### src/ookt_pkg.sv
// Shared types and constants of the OOK remote code transmitter.
`timescale 1ns / 1ps

package ookt_pkg;

  localparam int CODE_WIDTH_DEF = 32;
  localparam int UNIT_WIDTH_DEF = 12;

  localparam int CODE_IN_W = 32;
  localparam int CFG_ADDR_W = 2;
  localparam int CFG_DATA_W = 12;
  localparam int UNITS_W = 6;

  localparam logic [5:0]  CODE_BITS_RST = 6'd24;
  localparam logic [7:0]  REPEAT_COUNT_RST = 8'd5;
  localparam logic [11:0] PULSE_MIN_RST = 12'd176;
  localparam logic [11:0] PULSE_MAX_RST = 12'd186;

  localparam logic [UNITS_W-1:0] UNITS_SYNC_HIGH = 6'd1;
  localparam logic [UNITS_W-1:0] UNITS_SYNC_LOW = 6'd31;
  localparam logic [UNITS_W-1:0] UNITS_GAP = 6'd32;
  localparam logic [UNITS_W-1:0] UNITS_LONG = 6'd3;
  localparam logic [UNITS_W-1:0] UNITS_SHORT = 6'd1;

  typedef enum logic [CFG_ADDR_W-1:0] {
    REG_CODE_BITS    = 2'd0,
    REG_REPEAT_COUNT = 2'd1,
    REG_PULSE_MIN    = 2'd2,
    REG_PULSE_MAX    = 2'd3
  } reg_idx_t;

  typedef enum logic [5:0] {
    PH_IDLE      = 6'b000001,
    PH_SYNC_HIGH = 6'b000010,
    PH_SYNC_LOW  = 6'b000100,
    PH_BIT_HIGH  = 6'b001000,
    PH_BIT_LOW   = 6'b010000,
    PH_GAP       = 6'b100000
  } phase_t;

  typedef struct packed {
    logic [5:0]  code_bits;
    logic [7:0]  repeat_count;
    logic [11:0] pulse_min;
    logic [11:0] pulse_max;
  } cfg_t;

  typedef struct packed {
    logic line;
    logic busy;
    logic done;
  } res_t;

endpackage

### src/ookt_cfg.sv
// Configuration register file of the OOK remote code transmitter.
`timescale 1ns / 1ps

module ookt_cfg (
  input  logic                               clk,
  input  logic                               rst_n,
  input  logic                               cfg_valid,
  output logic                               cfg_ready,
  input  logic [ookt_pkg::CFG_ADDR_W-1:0]    cfg_addr,
  input  logic [ookt_pkg::CFG_DATA_W-1:0]    cfg_data,
  output ookt_pkg::cfg_t                     cfg
);

  ookt_pkg::cfg_t cfg_r;
  ookt_pkg::cfg_t cfg_nxt;

  assign cfg_ready = 1'b1;
  assign cfg = cfg_r;

  always_comb begin
    cfg_nxt = cfg_r;
    if (cfg_valid) begin
      case (ookt_pkg::reg_idx_t'(cfg_addr))
        ookt_pkg::REG_CODE_BITS:    cfg_nxt.code_bits = cfg_data[5:0];
        ookt_pkg::REG_REPEAT_COUNT: cfg_nxt.repeat_count = cfg_data[7:0];
        ookt_pkg::REG_PULSE_MIN:    cfg_nxt.pulse_min = cfg_data[11:0];
        ookt_pkg::REG_PULSE_MAX:    cfg_nxt.pulse_max = cfg_data[11:0];
        default: ;
      endcase
    end
  end

  always_ff @(posedge clk) begin
    if (!rst_n) begin
      cfg_r.code_bits <= ookt_pkg::CODE_BITS_RST;
      cfg_r.repeat_count <= ookt_pkg::REPEAT_COUNT_RST;
      cfg_r.pulse_min <= ookt_pkg::PULSE_MIN_RST;
      cfg_r.pulse_max <= ookt_pkg::PULSE_MAX_RST;
    end else begin
      cfg_r <= cfg_nxt;
    end
  end

endmodule

### src/ookt_core.sv
// Pulse sequencer: segment state and the result of each accepted item.
`timescale 1ns / 1ps

module ookt_core #(
  parameter int CODE_WIDTH = ookt_pkg::CODE_WIDTH_DEF,
  parameter int UNIT_WIDTH = ookt_pkg::UNIT_WIDTH_DEF
) (
  input  logic                              clk,
  input  logic                              rst_n,
  input  logic                              acc,
  input  logic                              kind,
  input  logic [ookt_pkg::CODE_IN_W-1:0]    code,
  input  ookt_pkg::cfg_t                    cfg,
  output ookt_pkg::res_t                    res
);

  localparam int BPW = $clog2(CODE_WIDTH + 1);
  localparam int IW = (CODE_WIDTH > 1) ? $clog2(CODE_WIDTH) : 1;
  localparam int UW = UNIT_WIDTH;

  ookt_pkg::phase_t               phase_r, phase_nxt;
  logic [UW-1:0]                  cur_r, cur_nxt;
  logic [7:0]                     burst_r, burst_nxt;
  logic [BPW-1:0]                 bitpos_r, bitpos_nxt;
  logic [UW-1:0]                  tick_r, tick_nxt;
  logic [ookt_pkg::UNITS_W-1:0]   units_r, units_nxt;
  logic [CODE_WIDTH-1:0]          held_r, held_nxt;
  logic                           level_r, level_nxt;

  logic [63:0]                    code_ext;
  logic [15:0]                    pmin16, pmax16;
  logic [UW-1:0]                  pmin_u, pmax_u, eff_min;
  logic [BPW-1:0]                 eff_bits;
  logic [UW:0]                    tick_inc;
  logic [ookt_pkg::UNITS_W-1:0]   ul_dec;
  logic                           cur_bit, first_bit, next_bit;
  logic                           line, done;

  assign code_ext = {32'd0, code};
  assign pmin16 = 16'(cfg.pulse_min);
  assign pmax16 = 16'(cfg.pulse_max);
  assign pmin_u = pmin16[UW-1:0];
  assign pmax_u = pmax16[UW-1:0];
  assign eff_min = (pmin_u == '0) ? UW'(1) : pmin_u;
  assign eff_bits = ({1'b0, cfg.code_bits} > 7'(CODE_WIDTH)) ? BPW'(CODE_WIDTH)
                                                               : BPW'(cfg.code_bits);
  assign tick_inc = {1'b0, tick_r} + 1'b1;
  assign ul_dec = (units_r == '0) ? '0 : units_r - 1'b1;
  assign cur_bit = held_r[IW'(bitpos_r - 1'b1)];
  assign next_bit = held_r[IW'(bitpos_r - BPW'(2))];
  assign first_bit = held_r[IW'(eff_bits - 1'b1)];

  always_comb begin
    phase_nxt = phase_r;
    cur_nxt = cur_r;
    burst_nxt = burst_r;
    bitpos_nxt = bitpos_r;
    tick_nxt = tick_r;
    units_nxt = units_r;
    held_nxt = held_r;
    level_nxt = level_r;
    line = 1'b0;
    done = 1'b0;
    if (!kind) begin
      if (phase_r == ookt_pkg::PH_IDLE) begin
        if (eff_min > pmax_u) begin
          done = 1'b1;
        end else begin
          held_nxt = code_ext[CODE_WIDTH-1:0];
          cur_nxt = eff_min;
          burst_nxt = cfg.repeat_count;
          bitpos_nxt = '0;
          phase_nxt = ookt_pkg::PH_SYNC_HIGH;
          units_nxt = ookt_pkg::UNITS_SYNC_HIGH;
          tick_nxt = '0;
        end
      end
      line = level_r;
    end else if (phase_r == ookt_pkg::PH_IDLE) begin
      level_nxt = 1'b0;
    end else begin
      line = (phase_r == ookt_pkg::PH_SYNC_HIGH) || (phase_r == ookt_pkg::PH_BIT_HIGH);
      level_nxt = line;
      if (tick_inc >= {1'b0, cur_r}) begin
        tick_nxt = '0;
        units_nxt = ul_dec;
        if (ul_dec == '0) begin
          case (phase_r)
            ookt_pkg::PH_SYNC_HIGH: begin
              phase_nxt = ookt_pkg::PH_SYNC_LOW;
              units_nxt = ookt_pkg::UNITS_SYNC_LOW;
            end
            ookt_pkg::PH_SYNC_LOW: begin
              if (burst_r == '0) begin
                phase_nxt = ookt_pkg::PH_GAP;
                units_nxt = ookt_pkg::UNITS_GAP;
              end else begin
                burst_nxt = burst_r - 1'b1;
                bitpos_nxt = eff_bits;
                if (eff_bits == '0) begin
                  phase_nxt = ookt_pkg::PH_SYNC_HIGH;
                  units_nxt = ookt_pkg::UNITS_SYNC_HIGH;
                end else begin
                  phase_nxt = ookt_pkg::PH_BIT_HIGH;
                  units_nxt = first_bit ? ookt_pkg::UNITS_LONG : ookt_pkg::UNITS_SHORT;
                end
              end
            end
            ookt_pkg::PH_BIT_HIGH: begin
              phase_nxt = ookt_pkg::PH_BIT_LOW;
              units_nxt = cur_bit ? ookt_pkg::UNITS_SHORT : ookt_pkg::UNITS_LONG;
            end
            ookt_pkg::PH_BIT_LOW: begin
              bitpos_nxt = bitpos_r - 1'b1;
              if (bitpos_r == BPW'(1)) begin
                phase_nxt = ookt_pkg::PH_SYNC_HIGH;
                units_nxt = ookt_pkg::UNITS_SYNC_HIGH;
              end else begin
                phase_nxt = ookt_pkg::PH_BIT_HIGH;
                units_nxt = next_bit ? ookt_pkg::UNITS_LONG : ookt_pkg::UNITS_SHORT;
              end
            end
            default: begin
              if (cur_r >= pmax_u) begin
                phase_nxt = ookt_pkg::PH_IDLE;
                units_nxt = '0;
                cur_nxt = '0;
                done = 1'b1;
                level_nxt = 1'b0;
              end else begin
                cur_nxt = cur_r + 1'b1;
                burst_nxt = cfg.repeat_count;
                phase_nxt = ookt_pkg::PH_SYNC_HIGH;
                units_nxt = ookt_pkg::UNITS_SYNC_HIGH;
              end
            end
          endcase
        end
      end else begin
        tick_nxt = tick_inc[UW-1:0];
      end
    end
    res.line = line;
    res.busy = (phase_nxt != ookt_pkg::PH_IDLE);
    res.done = done;
  end

  always_ff @(posedge clk) begin
    if (!rst_n) begin
      phase_r <= ookt_pkg::PH_IDLE;
      cur_r <= '0;
      burst_r <= '0;
      bitpos_r <= '0;
      tick_r <= '0;
      units_r <= '0;
      held_r <= '0;
      level_r <= 1'b0;
    end else if (acc) begin
      phase_r <= phase_nxt;
      cur_r <= cur_nxt;
      burst_r <= burst_nxt;
      bitpos_r <= bitpos_nxt;
      tick_r <= tick_nxt;
      units_r <= units_nxt;
      held_r <= held_nxt;
      level_r <= level_nxt;
    end
  end

endmodule

### src/ookt_out.sv
// Result register between the sequencer and the output stream.
`timescale 1ns / 1ps

module ookt_out (
  input  logic            clk,
  input  logic            rst_n,
  input  logic            in_tvalid,
  output logic            in_tready,
  output logic            acc,
  input  ookt_pkg::res_t  res,
  output logic            out_tvalid,
  input  logic            out_tready,
  output ookt_pkg::res_t  res_out
);

  logic           out_valid_r, out_valid_nxt;
  ookt_pkg::res_t res_r;

  assign in_tready = !out_valid_r || out_tready;
  assign acc = in_tvalid && in_tready;
  assign out_valid_nxt = acc || (out_valid_r && !out_tready);
  assign out_tvalid = out_valid_r;
  assign res_out = res_r;

  always_ff @(posedge clk) begin
    if (!rst_n) begin
      out_valid_r <= 1'b0;
    end else begin
      out_valid_r <= out_valid_nxt;
    end
  end

  always_ff @(posedge clk) begin
    if (acc) begin
      res_r <= res;
    end
  end

endmodule

### src/ook_remote_code_transmitter.sv
// Top level of the OOK remote code transmitter.
// A result appears in the cycle after its input transfer.
// Throughput: one item per cycle; input ready drops only while a result waits and out_tready is low.
// Each tick item updates the segment counters once; the result register decouples the sides.
// Reset (synchronous, rst_n low) returns the sequencer to idle with the line low
// and loads the configuration registers with their default values.
`timescale 1ns / 1ps

module ook_remote_code_transmitter #(
  parameter int CODE_WIDTH = ookt_pkg::CODE_WIDTH_DEF,
  parameter int UNIT_WIDTH = ookt_pkg::UNIT_WIDTH_DEF
) (
  input  logic                             clk,
  input  logic                             rst_n,
  input  logic                             in_tvalid,
  output logic                             in_tready,
  input  logic [ookt_pkg::CODE_IN_W-1:0]   in_tdata,   // [31:0] code
  input  logic                             in_tuser,   // [0] kind
  output logic                             out_tvalid,
  input  logic                             out_tready,
  output logic [7:0]                       out_tdata,  // [0] line, [1] busy_res, [7:2] zero
  output logic                             out_tlast,  // done_res
  input  logic                             cfg_valid,
  output logic                             cfg_ready,
  input  logic [ookt_pkg::CFG_ADDR_W-1:0]  cfg_addr,
  input  logic [ookt_pkg::CFG_DATA_W-1:0]  cfg_data
);

  ookt_pkg::cfg_t cfg;
  ookt_pkg::res_t res;
  ookt_pkg::res_t res_out;
  logic           acc;

  ookt_cfg u_cfg (
    .clk       (clk),
    .rst_n     (rst_n),
    .cfg_valid (cfg_valid),
    .cfg_ready (cfg_ready),
    .cfg_addr  (cfg_addr),
    .cfg_data  (cfg_data),
    .cfg       (cfg)
  );

  ookt_core #(
    .CODE_WIDTH (CODE_WIDTH),
    .UNIT_WIDTH (UNIT_WIDTH)
  ) u_core (
    .clk   (clk),
    .rst_n (rst_n),
    .acc   (acc),
    .kind  (in_tuser),
    .code  (in_tdata),
    .cfg   (cfg),
    .res   (res)
  );

  ookt_out u_out (
    .clk        (clk),
    .rst_n      (rst_n),
    .in_tvalid  (in_tvalid),
    .in_tready  (in_tready),
    .acc        (acc),
    .res        (res),
    .out_tvalid (out_tvalid),
    .out_tready (out_tready),
    .res_out    (res_out)
  );

  assign out_tdata = {6'd0, res_out.busy, res_out.line};
  assign out_tlast = res_out.done;

endmodule

### config.mk
export PLATFORM = sky130hd
export DESIGN_NAME = ook_remote_code_transmitter
export DESIGN_NICKNAME = d
export VERILOG_FILES = /design/src/ookt_pkg.sv /design/src/ookt_cfg.sv /design/src/ookt_core.sv /design/src/ookt_out.sv /design/src/ook_remote_code_transmitter.sv
export SDC_FILE = /design/constraint.sdc
export NUM_CORES = 1
export LEC_CHECK = 0
export ABC_AREA = 1
export ABC_CLOCK_PERIOD_IN_PS = 3150
export BUFFER_PORTS_ARGS = -buffer_cell sky130_fd_sc_hd__buf_2
export CORE_ASPECT_RATIO = 1.25
export CORE_MARGIN = 8
export CORE_UTILIZATION = 40
export CTS_CLUSTER_SIZE = 28
export DETAILED_ROUTE_END_ITERATION = 16
export GPL_ROUTABILITY_DRIVEN = 0
export PLACE_DENSITY_LB_ADDON = 0.08
export SYNTH_ARGS = -nofsm -noshare
export SYNTH_HDL_FRONTEND = slang
export SYNTH_SLANG_ARGS = --single-unit
### constraint.sdc
create_clock -name clk -period 3.15 [get_ports clk]
set_clock_uncertainty 0.15 [all_clocks]
set_input_delay 0.315 -clock clk [delete_from_list [all_inputs] [get_ports clk]]
set_output_delay 0.315 -clock clk [all_outputs]
set_load 0.05 [all_outputs]
==> reports/metrics.csv <==
metric,value,unit
result_of_the_run,"finished, final reports clean",
reg2regPathDepth,16,
critPathBufInv,1,
postSynthAreaPerCell,6.463,sq um
final_antenna_net_count,0,
routedWlPerCell,14.49,um
min_path_type,primary input to register,
dp_hpwl,17.38,mm
rsz_0062_raised_after_global_routing,true,
cts.htree.levels,4,
start_util,0.4080,
num_vias,8156,
port_buffers,56,
antenna-diode-count,0,
critical-path-top-cell-by-count,nand2_1,
edff_count_synth,3,
cp_num_cells,16,
yosys-top-cells-count,"299 x nand2_1, 174 x inv_1, 128 x nand3_1",
slew_headroom,0.5432,
crit_path_end_kind,register,
grt.overflow.total,0,
portion_of_the_post_synthesis_area_used_by_sequential_elements,0.3088,
core.rowCount,58,
max-vdd-ir-drop,349.3,uV
setup.worst_path.start_class,register,
synth.ff_latch_count,125,
antenna_found_initial,0,
die_w,144.1,um
synth_most_common_cell,nand2_1,
grt.total_usage,0.1941,
highest-signal-layer,met4,
power_per_cell_area,538.1,nW/um^2
netlist.top_cell.by_area,dfxtp_1,
clk_path_buf_depth,2,
critical_path.top_delay_family,simple AND/OR/NAND/NOR gates,
syn_area,8202,sq um
wl_met1,9.981,mm
netlist_instances,1269,
grt_pass1_wl,39.34,mm
floorplan.die_area,25370,sq um
worstSkewPairLatency,0.43,ns
path_cells,"ha_2, nand2_1, nor2_4, nand2_1, xnor2_2, ha_1, a21oi_1, o31ai_2, a21oi_2, nand3_4, nand2_4, nand2_4, nand3b_4, buf_6, nand2_1, a21oi_2",
timing.max_cap.violations,0,
grt_max_degree,65,
critPathKind,register to register,
hold_depth,3,
area_delta_synth_final,20.11,%
first_iter_violations,426,
io-pin-count,64,
worst_slew_pin_slew,0.6800,ns
worst-endpoint-required,3.36,ns
power_leakage,4.633,nW
final_nets,1458,
first_pass_iters,6,
ys_top_cells_by_area,"dfxtp_1 30%, nand2_1 14%, inv_1 8.0%, nand3_1 7.8%, a21oi_1 7.3%",
drc_errors,0,
clock-root-buffer,clkbuf_16,
ys_types,46,
timing.critical_path.fanout_max,7,
floorplan.core_area,20100,sq um
report.final.hold_viol_count,0,
synth-main-ff-cell,dfxtp_1,
clkSinkCount,125,
total_power,5.301,mW
tritoncts_clock_tree,yes,
die_height,176.1,um
detailroute.wirelength.met2,12.59,mm
r2r_slack,0.16,ns
critical-path-slowest-cell,dfxtp_2,
postRouteWirelength,23.78,mm
fraction_of_layout_cells_with_a_size_suffix_above_1,0.1225,
detailroute.wirelength.met3,690,um
synth-async-reset-ratio,0,
cts_buffers,17,
final_period_minus_worst_setup_slack,2.990,ns
drv_slew,0,
clk_pin_slew,0.07,ns
first_global_vias,8101,
detail_route.vias_per_cell,4.970,
layout.core_utilization,0.4900,
worst_path_largest_cell_delay,0.34,ns
layout.filler_cells,2145,
worst_hold_slack,0.01004,ns
setup_viol_count_final,0,
synthesis.yosys.warnings,0,
critPathArrivalTime,3.20,ns
max_freq,334.4,MHz
post-synth-top-area-fraction,0.2978,
finalCritPeriodShare,0.9492,
-- cell type report --
| type | instances | area (sq um) | share of cell area |
|---|---|---|---|
| inverters | 185 | 701.9 | 0.07126 |
| flip-flops and latches | 125 | 2535 | 0.2573 |
| repair buffers | 125 | 888.4 | 0.09018 |
| multi-input cells | 904 | 4810 | 0.4883 |
| clock buffers | 17 | 425.4 | 0.04319 |
| clock inverters | 15 | 152.6 | 0.01550 |
| well taps | 270 | 337.8 | 0.03429 |
-- cell usage in the layout (no fill, tap or decap), types with 4 or more instances in the layout --
cell type / synthesis / routed
nand3_1: 128 / 127
ha_1: 48 / 46
buf_2: 11 / 56
inv_1: 174 / 174
dlygate4sd3_1: 0 / 33
nor2_1: 84 / 82
nor3_1: 9 / 8
conb_1: 2 / 7
a21oi_2: 1 / 4
nor2_2: 3 / 4
clkbuf_16: 0 / 17
dfxtp_1: 122 / 120
buf_4: 9 / 34
a21oi_1: 120 / 117
o211ai_1: 6 / 6
o22ai_1: 9 / 9
inv_6: 0 / 6
inv_2: 8 / 7
xor2_1: 24 / 24
xnor2_1: 7 / 5
o21ai_0: 104 / 103
nand2_1: 299 / 298
nand4_1: 23 / 23
-- logic make-up after synthesis --
logic type      count (synthesis)  synth area share
compound gates                250            0.1596
xor+xnor                       31           0.03310
other cells                     2         0.0009157
flops                         125            0.3088
buf+inv                       246            0.1201
fa+ha+maj                      48           0.07323
simple gates                  567            0.3043
-- metal layers --
metal,up-vias,track usage
met5,-,0
li1,4306,-
met4,0,0.07159
met2,120,0.3691
met3,34,0.02973
met1,3696,0.2095
-- tightest hold or removal path: stages --
cell	delay, ns
buf_2	0.11
nor2_1	0.05
nor2_1	0.08
-- where the power goes --
| part | total (mW) | leakage, nW | internal [mW] | switching (mW) |
|---|---|---|---|---|
| Sequential | 1.81 | 1.02 | 1.71 | 0.0963 |
| Clock | 1.96 | 0.277 | 1.11 | 0.849 |
| Combinational | 1.53 | 3.33 | 0.537 | 0.990 |
| Total | 5.30 | 4.63 | 3.37 | 1.94 |
-- flip-flops by register name, indices dropped and copies added, names as in the netlist --
name	flops
u_cfg.cfg	38
u_core.bitpos_r	6
u_core.burst_r	8
u_core.cur_r	12
u_core.held_r	32
u_core.level_r	1
u_core.phase_r	6
u_core.tick_r	12
u_core.units_r	6
u_out.out_tvalid	1
u_out.res_out	3
-- worst paths after layout --
check	endpoint	from
max	u_core.cur_r[0]$_SDFFE_PN0P_	u_core.tick_r[1]$_SDFFE_PN0P_
min	u_cfg.cfg[18]$_SDFFE_PN0P_	cfg_data[6]
max reg2reg	u_core.cur_r[0]$_SDFFE_PN0P_	u_core.tick_r[1]$_SDFFE_PN0P_
min reg2reg	u_cfg.cfg[26]$_SDFFE_PN1P_	u_cfg.cfg[26]$_SDFFE_PN1P_
-- through the flow --
step           TNS, ns  worst slack, ns  cells  instance area, sq um
2_1_floorplan        0           0.3401   1274                  8220
3_3_place_gp         0           0.1112   1567                  8761
3_5_place_dp         0          0.07233   1567                  8761
4_1_cts              0          0.06316   1632                  9669
5_1_grt        -0.1856         -0.03163   1641                  9851
6_report             0           0.1599   1641                  9851
-- repair_timing --
| action | 4_1_cts | 5_1_grt |
|---|---|---|
| setup buffers | 0 | 8 |
| hold endpoints to repair | 33 | 0 |
| gates resized for setup | 0 | 26 |
| endpoints found under the setup margin | 0 | 48 |
| hold buffers | 33 | 0 |
(Power assumes the default switching activity.)
